$ cat config.mk
export PLATFORM = sky130hd
export DESIGN_NAME = sle_cell
export DESIGN_NICKNAME = d
export VERILOG_FILES = /design/src/rtl/sle_pkg.sv /design/src/rtl/sle_cell.sv
export SDC_FILE = /design/constraint.sdc
export NUM_CORES = 1
export LEC_CHECK = 0
export BUFFER_PORTS_ARGS = -buffer_cell sky130_fd_sc_hd__clkbuf_2
export CAP_MARGIN = 20
export CORE_MARGIN = 2
export CORE_UTILIZATION = 45
export CTS_CLUSTER_DIAMETER = 100
export DETAILED_ROUTE_END_ITERATION = 6
export PLACE_DENSITY_LB_ADDON = 0.2
export SETUP_SLACK_MARGIN = 0.02
export SYNTH_ARGS = -nofsm -noshare
export SYNTH_HDL_FRONTEND = slang
export SYNTH_SLANG_ARGS = --single-unit
$ cat constraint.sdc
create_clock -name clk -period 3.6 [get_ports clk]
set_input_delay 0.72 -clock clk [delete_from_list [all_inputs] [get_ports clk]]
set_output_delay 0.72 -clock clk [all_outputs]
set_load 0.1 [all_outputs]
$ cat src/rtl/sle_pkg.sv
// ----------------------------------------------------------------------------
// sle_pkg
// Shared types, widths and command codes of the sorted list engine.
// ----------------------------------------------------------------------------
package sle_pkg;

    localparam int CAPACITY   = 64;
    localparam int VALUE_BITS = 32;
    localparam int CNT_BITS   = $clog2(CAPACITY + 1);
    localparam int CMD_BITS   = 2;

    localparam logic [CMD_BITS-1:0] CMD_INSERT = 2'd0;
    localparam logic [CMD_BITS-1:0] CMD_DELETE = 2'd1;
    localparam logic [CMD_BITS-1:0] CMD_SEARCH = 2'd2;

    typedef logic signed [VALUE_BITS-1:0] value_t;
    typedef logic [CNT_BITS-1:0]          count_t;

    // broadcast from the control to every cell
    typedef struct packed {
        logic   insert_en;
        logic   delete_en;
        value_t key;
    } cell_ctl_t;

endpackage

$ cat src/rtl/sle_cell.sv
// ----------------------------------------------------------------------------
// sle_cell
// One slot of the sorted row: holds an entry and its valid bit, compares it
// with the broadcast key and shifts toward either neighbor.
// ----------------------------------------------------------------------------
module sle_cell (
    input  logic               clk,
    input  logic               rst_n,
    input  sle_pkg::cell_ctl_t ctl,
    input  sle_pkg::value_t    left_entry,
    input  logic               left_valid,
    input  logic               left_ge,
    input  sle_pkg::value_t    right_entry,
    input  logic               right_valid,
    output sle_pkg::value_t    entry,
    output logic               valid,
    output logic               ge,
    output logic               eq
);

    sle_pkg::value_t entry_reg;
    sle_pkg::value_t entry_next;
    logic            valid_reg;
    logic            valid_next;

    assign entry = entry_reg;
    assign valid = valid_reg;
    assign ge    = valid_reg && (entry_reg >= ctl.key);
    assign eq    = valid_reg && (entry_reg == ctl.key);

    always_comb
    begin
        entry_next = entry_reg;
        valid_next = valid_reg;
        if (ctl.insert_en)
        begin
            // cells from the insert point on move one place right
            if (left_ge)
            begin
                entry_next = left_entry;
            end
            else if (ge || !valid_reg)
            begin
                entry_next = ctl.key;
            end
            valid_next = left_valid;
        end
        else if (ctl.delete_en)
        begin
            // first match and everything after it pull from the right
            if (ge)
            begin
                entry_next = right_entry;
            end
            valid_next = right_valid;
        end
    end

    always_ff @(posedge clk)
    begin
        entry_reg <= entry_next;
    end

    always_ff @(posedge clk or negedge rst_n)
    begin
        if (!rst_n)
        begin
            valid_reg <= 1'b0;
        end
        else
        begin
            valid_reg <= valid_next;
        end
    end

endmodule
==> results.txt, run 1 <==
----------------------------------------------------
[Hold path]
  Class of the tightest hold or removal check ... input port to async pin

[GRT]
  Largest net degree at the start of global routing ... between 50 and 60
  Global-route usage over all layers ... 0.205
  Global routing usage on met2 ... 0.384
  Global-route met3 utilization ... 0.0420
  Antenna violations before repair ... 0
  Number of global-route vias before repair ... between 2000 and 2500
  M1 GR Usage ... 0.234
  Layer with the highest usage after global routing ... met2
  Leftover overflow at the end of global routing ... 0
  First-pass GRT wire length ... approximately 10000 um

[Timing]
  Max-slew violation count ... 0
  Tightest slew margin relative to the limit ... 0.605
  Number of endpoints with negative hold slack in the final report ... 0
  RSZ-0062 raised after global routing ... no
  Share of the clock period used by the worst path after layout ... 0.962
  # setup viols final ... 0
  Fmax ... between 0.2 and 0.3 GHz
  Transition time of the tightest slew-check pin ... slightly below 0.6 ns
  Worst setup margin ... 0.138 ns
  Setup_tns ... 0 ns
  Final critical delay including setup and external delays ... ~3.5 ns
  Fin Clk Skew ... about 0.004 ns

[Synth]
  Ranking of synthesized cells by area ... edfxtp_1 38%, ha_1 16%, mux2i_1 13%
  Number of enable-type register cells in the synthesized netlist ... 32
  Syn avg cell area ... about 9.5 sq um
  Number of instances in the synthesized netlist ... between 200 and 300
  Top FF cell, synth ... edfxtp_1
  Register area share after synthesis ... 0.390
  Yosys top cell area share ... 0.381
  Area leader, netlist ... edfxtp_1
  Number of different library cells in the post-synthesis netlist ... 29
  Synthesis warning total ... 0
  Synthesized netlist net count ... about 400
  Register bit total from synthesis ... 33
  Cell area after synthesis ... between 0.002 and 0.003 sq mm
  Share of flip-flops with an asynchronous set or reset after synthesis ... 0.0303

[CTS]
  Maximum level of the CTS H-tree ... 2
  Clock tree sinks ... 33
  Library cell used as clock root buffer ... clkbuf_8
  Register clock-pin slew on the reported worst setup and hold paths ... roughly 0.060 ns
  Inserted Clock Buffers ... 5
  CTS tree ... yes
  Number of buffers inserted for hold repair after clock tree synthesis ... 0
  Maximum clock insertion buffer count ... 2
  Clock insertion delay at the later pin of the skew report ... about 0.28 ns

[Route]
  Number of vias per cell after detailed routing ... about 5
  Final antenna-violating net count ... 0
  Iter 0 DRT Violations ... 60
  Vias post-DR ... about 2400
  Wire length per cell after detailed routing ... 12.9 um
  DR pass1 iterations ... 4
  Post-detailed-route DRC marker count ... 0
  WL final ... roughly 6100 um

[Placed design]
  Count of placed standard cells including taps ... ~470
  Post-DP HPWL ... ~5000 um
  Setup slack after placement ... about 0.1 ns
  Instance area after placement ... between 0.003 and 0.004 sq mm
  Number of port buffers ... roughly 140
  Routability-driven placement congestion ratio ... around 0.73

[Critical path]
  Setup CP Type ... input port to output pin
  FF-to-FF Start ... entry[1]$_DFFE_PP_
  Termination of the worst setup path ... ge
  Element type at the critical path end ... output pin
  Arrival time of data at the critical path endpoint ... 2.74 ns
  R2R Setup Slk ... about 0.68 ns
  Largest fanout on the critical path ... 2
  Worst path required time ... 2.88 ns
  Destination of the worst register-to-register timing path ... entry[5]$_DFFE_PP_
  Cell count of the worst reg-to-reg path ... 10
  Sort of element at the start of the critical path ... input port
  Launch point of the critical path ... ctl[9]

[Pwr]
  Total power draw ... 1420 uW
  VDD IR max ... ~0.25 mV
  Static Leak ... approximately 0.0018 uW
  Power per cell area ... just over 400 mW/mm^2

[Layout]
  Fin nets ... 540
  Number of filler instances in the final layout ... 512
  P&R area growth vs syn ... 37.2%
  Antenna Cells ... 0
  Post-route standard cell area excluding fillers ... 0.00346 sq mm
  Most used cells in the layout excluding fill and tap cells ... 135 x clkbuf_2, 41 x a21oi_1, 35 x inv_1, 35 x nor2_1, 33 x mux2i_1
  Largest register FFs ... 32
  Layout cells sized above 1 ... 0.398
  Non-filler instance count after layout ... about 480
  Leading cell type in the layout, fill and taps excluded ... clkbuf_2

[Floorplanning]
  Total I/O pin count ... 138
  Horizontal die dimension ... between 70 and 80 um
  Number of rows created at floorplan ... 27
  Initial core utilization ... 0.461
  Die ar. ... around 0.0062 sq mm
  Die H ... roughly 79 um
  Core outline area ... about 0.0055 sq mm

[Flow run]
  Max Cap Violations ... 0

[Status]
  Run status ... complete, no violations

----------------------------------------------------
## synth_stat cells, types with 2 or more instances
library cell	instances
a21oi_1	43
inv_1	35
nor2_1	35
mux2i_1	33
edfxtp_1	32
ha_1	32
nand2_1	9
clkbuf_1	7
nand4_1	6
o21ai_0	6
nand3_1	4
a21o_1	3
buf_2	3
a221oi_1	2
buf_1	2
## kinds of logic after synthesis
kind of cell               share of synthesized area
adders and majority gates                      0.159
and+or+nand+nor                                0.111
muxes                                          0.137
DFF                                            0.390
AOI/OAI and AO/OA                              0.132
buffers and inverters                         0.0714
## worst min path at each step
| stage | start | to | slack (ns) | depth (start not counted) |
|---|---|---|---|---|
| after floorplan | rst_n | valid$_DFFE_PN0P_ | 0.42 | 0 |
| after global placement | rst_n | valid$_DFFE_PN0P_ | 0.51 | 1 |
| after detailed placement | rst_n | valid$_DFFE_PN0P_ | 0.50 | 1 |
| after CTS | rst_n | valid$_DFFE_PN0P_ | 0.20 | 1 |
| after global routing | rst_n | valid$_DFFE_PN0P_ | 0.20 | 1 |
| final | rst_n | valid$_DFFE_PN0P_ | 0.21 | 1 |
## metal layers
metal,part of all wire,routed length [um]
met3,0.073,447
met4,0.0081,50
met5,0,0
met1,0.41,2530
met2,0.51,3110
## area by class of cell
cell class	count	area, sq um	area share
tap	72	90.1	0.0260
clock inverter	1	3.75	0.00108
sequential	33	986	0.285
inverter	35	131	0.0379
multi-input combinational	186	1410	0.408
clock buffer	6	72.6	0.0210
timing repair buffer	144	768	0.222
## critical path, stage by stage
cell and delay, ns:
clkbuf_2 0.09, inv_1 0.04, ha_1 0.30, nand4_1 0.14, nor4_2 0.08, a21boi_2 0.15, or4_4 0.48, a21oi_2 0.16
mux2_4 0.33, nand2_4 0.07, buf_12 0.17
## report_power, final
group / internal, uW / switching [uW] / total, uW / leakage, uW
registers: 480 / 24.5 / 505 / 0.000315
clock network: 130 / 126 / 256 / 0.0000387
logic: 180 / 480 / 660 / 0.00148
total: 790 / 630 / 1420 / 0.00183
## repair_timing
| action | 4_1_cts | 5_1_grt |
|---|---|---|
| setup endpoints to repair | 0 | 1 |
| setup buffers | 0 | 1 |
| gates resized for setup | 0 | 4 |
## through the flow
step,util,hold WS (ns)
detailed placement,0.613,0.502
global placement,0.613,0.506
finish,0.633,0.206
floorplan,-,0.424
global route,0.633,0.197
CTS,0.627,0.197
No activity file was read; power rests on OpenSTA's default activity.
==> inputs of run 2 (changes only) <==
--- a/config.mk
+++ b/config.mk
@@ -5,12 +5,12 @@
 export SDC_FILE = /design/constraint.sdc
 export NUM_CORES = 1
 export LEC_CHECK = 0
-export BUFFER_PORTS_ARGS = -buffer_cell sky130_fd_sc_hd__clkbuf_2
 export CAP_MARGIN = 20
 export CORE_MARGIN = 2
-export CORE_UTILIZATION = 45
+export CORE_UTILIZATION = 50
 export CTS_CLUSTER_DIAMETER = 100
 export DETAILED_ROUTE_END_ITERATION = 6
+export DONT_BUFFER_PORTS = 1
 export PLACE_DENSITY_LB_ADDON = 0.2
 export SETUP_SLACK_MARGIN = 0.02
 export SYNTH_ARGS = -nofsm -noshare
==> run 2 against run 1 <==
First-iteration DRC count increased by 42%. Cell count decreased by 23%. Sequential power about the same. Setup slack improved by 0.089 ns. Largest cell class unchanged. Critical endpoint unchanged. Clock skew decreased by 0.0018 ns. Core utilization decreased by 1.3 points. Sequential share of layout area increased by 4.8 points. Critical path depth decreased by 2. Clock power increased by 4%. Register-to-register slack improved by 0.09 ns. Flip-flop and latch count unchanged.
==> results.txt, run 2 (synthesis results as in run 1) <==
----------------------------------------------------
[Status]
  Run status ... complete, no violations

[Timing]
  # setup viols final ... 0
  RSZ-0062 raised after global routing ... no
  Share of the clock period used by the worst path after layout ... 0.937
  Max-slew violation count ... 0
  Number of endpoints with negative hold slack in the final report ... 0
  Fmax ... 0.296 GHz
  Fin Clk Skew ... between 0.002 and 0.0025 ns
  Final Hold Slack ... ~0.13 ns
  Worst setup margin ... about 0.23 ns
  Transition time of the tightest slew-check pin ... about 0.55 ns
  Final critical delay including setup and external delays ... between 3 and 4 ns
  Tightest slew margin relative to the limit ... 0.629

[Placed design]
  Number of port buffers ... 0
  Post-DP HPWL ... ~4400 um
  Routability-driven placement congestion ratio ... 0.756
  Setup slack after placement ... roughly 0.22 ns
  Instance area after placement ... a little under 0.003 sq mm

[CTS]
  Clock insertion delay at the later pin of the skew report ... about 0.28 ns
  CTS tree ... yes
  Register clock-pin slew on the reported worst setup and hold paths ... around 0.07 ns
  Library cell used as clock root buffer ... clkbuf_8
  Maximum clock insertion buffer count ... 2
  Maximum level of the CTS H-tree ... 2
  Number of gates given a new drive strength after cts ... 0
  Inserted Clock Buffers ... 5
  Clock tree sinks ... 33
  Number of buffers inserted for hold repair after clock tree synthesis ... 0
  Post-CTS Setup Repair Bufs ... 0

[Pwr]
  Static Leak ... between 0.001 and 0.0015 uW
  P_int ... ~770 uW
  Clk network pwr share ... 0.196
  Power per cell area ... roughly 460 mW/mm^2
  NetSw ... a little under 600 uW
  Proportion of total power due to net switching ... 0.434
  Total power draw ... between 1000 and 1500 uW
  Comb pwr share ... 0.435
  Flop pwr share ... 0.370
  VDD IR max ... 0.290 mV

[Layout]
  Antenna Cells ... 0
  Fin nets ... between 400 and 500
  P&R area growth vs syn ... 17.4%
  Largest register FFs ... 32
  Core utilization of the finished layout ... 0.619
  Most used cells in the layout excluding fill and tap cells ... 43 x a21oi_1, 35 x inv_1, 35 x nor2_1
  Layout cells sized above 1 ... 0.164
  Leading cell type in the layout, fill and taps excluded ... a21oi_1
  Post-route standard cell area excluding fillers ... ~0.003 sq mm

[Hold path]
  Class of the tightest hold or removal check ... input port to async pin

[Route]
  Post-detailed-route DRC marker count ... 0
  DR pass1 iterations ... 4
  WL final ... 5590 um
  Iter 0 DRT Violations ... 85
  Number of vias per cell after detailed routing ... roughly 5.5
  Final antenna-violating net count ... 0
  Vias post-DR ... between 2000 and 2500
  Wire length per cell after detailed routing ... ~15 um

[Floorplanning]
  Die H ... approximately 75 um
  Core outline area ... roughly 0.0048 sq mm
  Die ar. ... roughly 0.0056 sq mm
  Number of rows created at floorplan ... 25
  Initial core utilization ... 0.528
  Total I/O pin count ... approximately 140
  Horizontal die dimension ... 75.1 um

[GRT]
  Number of global-route vias before repair ... between 1500 and 2000
  First-pass GRT wire length ... ~8200 um
  Largest net degree at the start of global routing ... 69
  Antenna violations before repair ... 0
  Global-route usage over all layers ... 0.194
  Leftover overflow at the end of global routing ... 0

[Flow run]
  Max Cap Violations ... 0

[Critical path]
  Largest fanout on the critical path ... 2
  Cell count of the worst reg-to-reg path ... 9
  Arrival time of data at the critical path endpoint ... ~2.7 ns
  Sort of element at the start of the critical path ... input port
  Setup CP Type ... input port to output pin
  Element type at the critical path end ... output pin
  Worst path required time ... 2.88 ns

----------------------------------------------------
-- run 2: changes by cell type in the layout (fill, tap and decap cells not counted), moves of 2 or more --
cell	before	now
a21oi_2	3	1
buf_4	7	34
clkbuf_1	1	3
a21oi_1	41	43
clkbuf_2	135	0
-- run 2: layout make-up --
| cell class | count | area [sq um] |
|---|---|---|
| fillers | 423 | 1820 |
| multi-input cells | 186 | 1390 |
| flip-flops and latches | 33 | 986 |
| repair buffers | 36 | 295 |
| inverters | 35 | 131 |
| well taps | 67 | 83.8 |
| clock buffers | 8 | 80.1 |
-- run 2: routing by layer --
metal	track usage	part of all wire	vias up
li1	-	-	1012
met1	0.227	0.41	894
met2	0.340	0.49	87
met3	0.0549	0.081	8
met4	0.0675	0.015	0
met5	0	0	-
-- run 2: critical path, cell delays in order --
cell and delay [ns]:
inv_1 0.02, ha_1 0.29, nor2b_1 0.13, o211ai_1 0.19, a21boi_2 0.07, or4_1 0.48
a21oi_2 0.16, mux2_4 0.34, nand2_4 0.25
-- run 2: stage by stage --
| stage | cells | setup TNS, ns |
|---|---|---|
| finish | 365 | 0 |
| global route | 365 | 0 |
| CTS | 365 | 0 |
| detailed placement | 357 | 0 |
| global placement | 357 | 0 |
| floorplan | 266 | -1.55 |
-- run 2: power groups by stage --
stage / logic [uW] / registers [uW] / clock network (uW)
after floorplan: 203 / 803 / 0
after global placement: 587 / 510 / 0
after detailed placement: 595 / 513 / 0
after CTS: 597 / 505 / 280
after global routing: 628 / 510 / 292
final: 593 / 504 / 267
-- run 2: final timing paths --
| path | start | endpoint | slack [ns] |
|---|---|---|---|
| min | rst_n | valid$_DFFE_PN0P_ | 0.13 |
| min reg2reg | valid$_DFFE_PN0P_ | valid$_DFFE_PN0P_ | 0.67 |
| min in group clk | ctl[33] | valid$_DFFE_PN0P_ | 0.56 |
| max | ctl[1] | ge | 0.23 |
| max reg2reg | entry[1]$_DFFE_PP_ | entry[28]$_DFFE_PP_ | 0.77 |
| max in group asynchronous | rst_n | valid$_DFFE_PN0P_ | 3.41 |
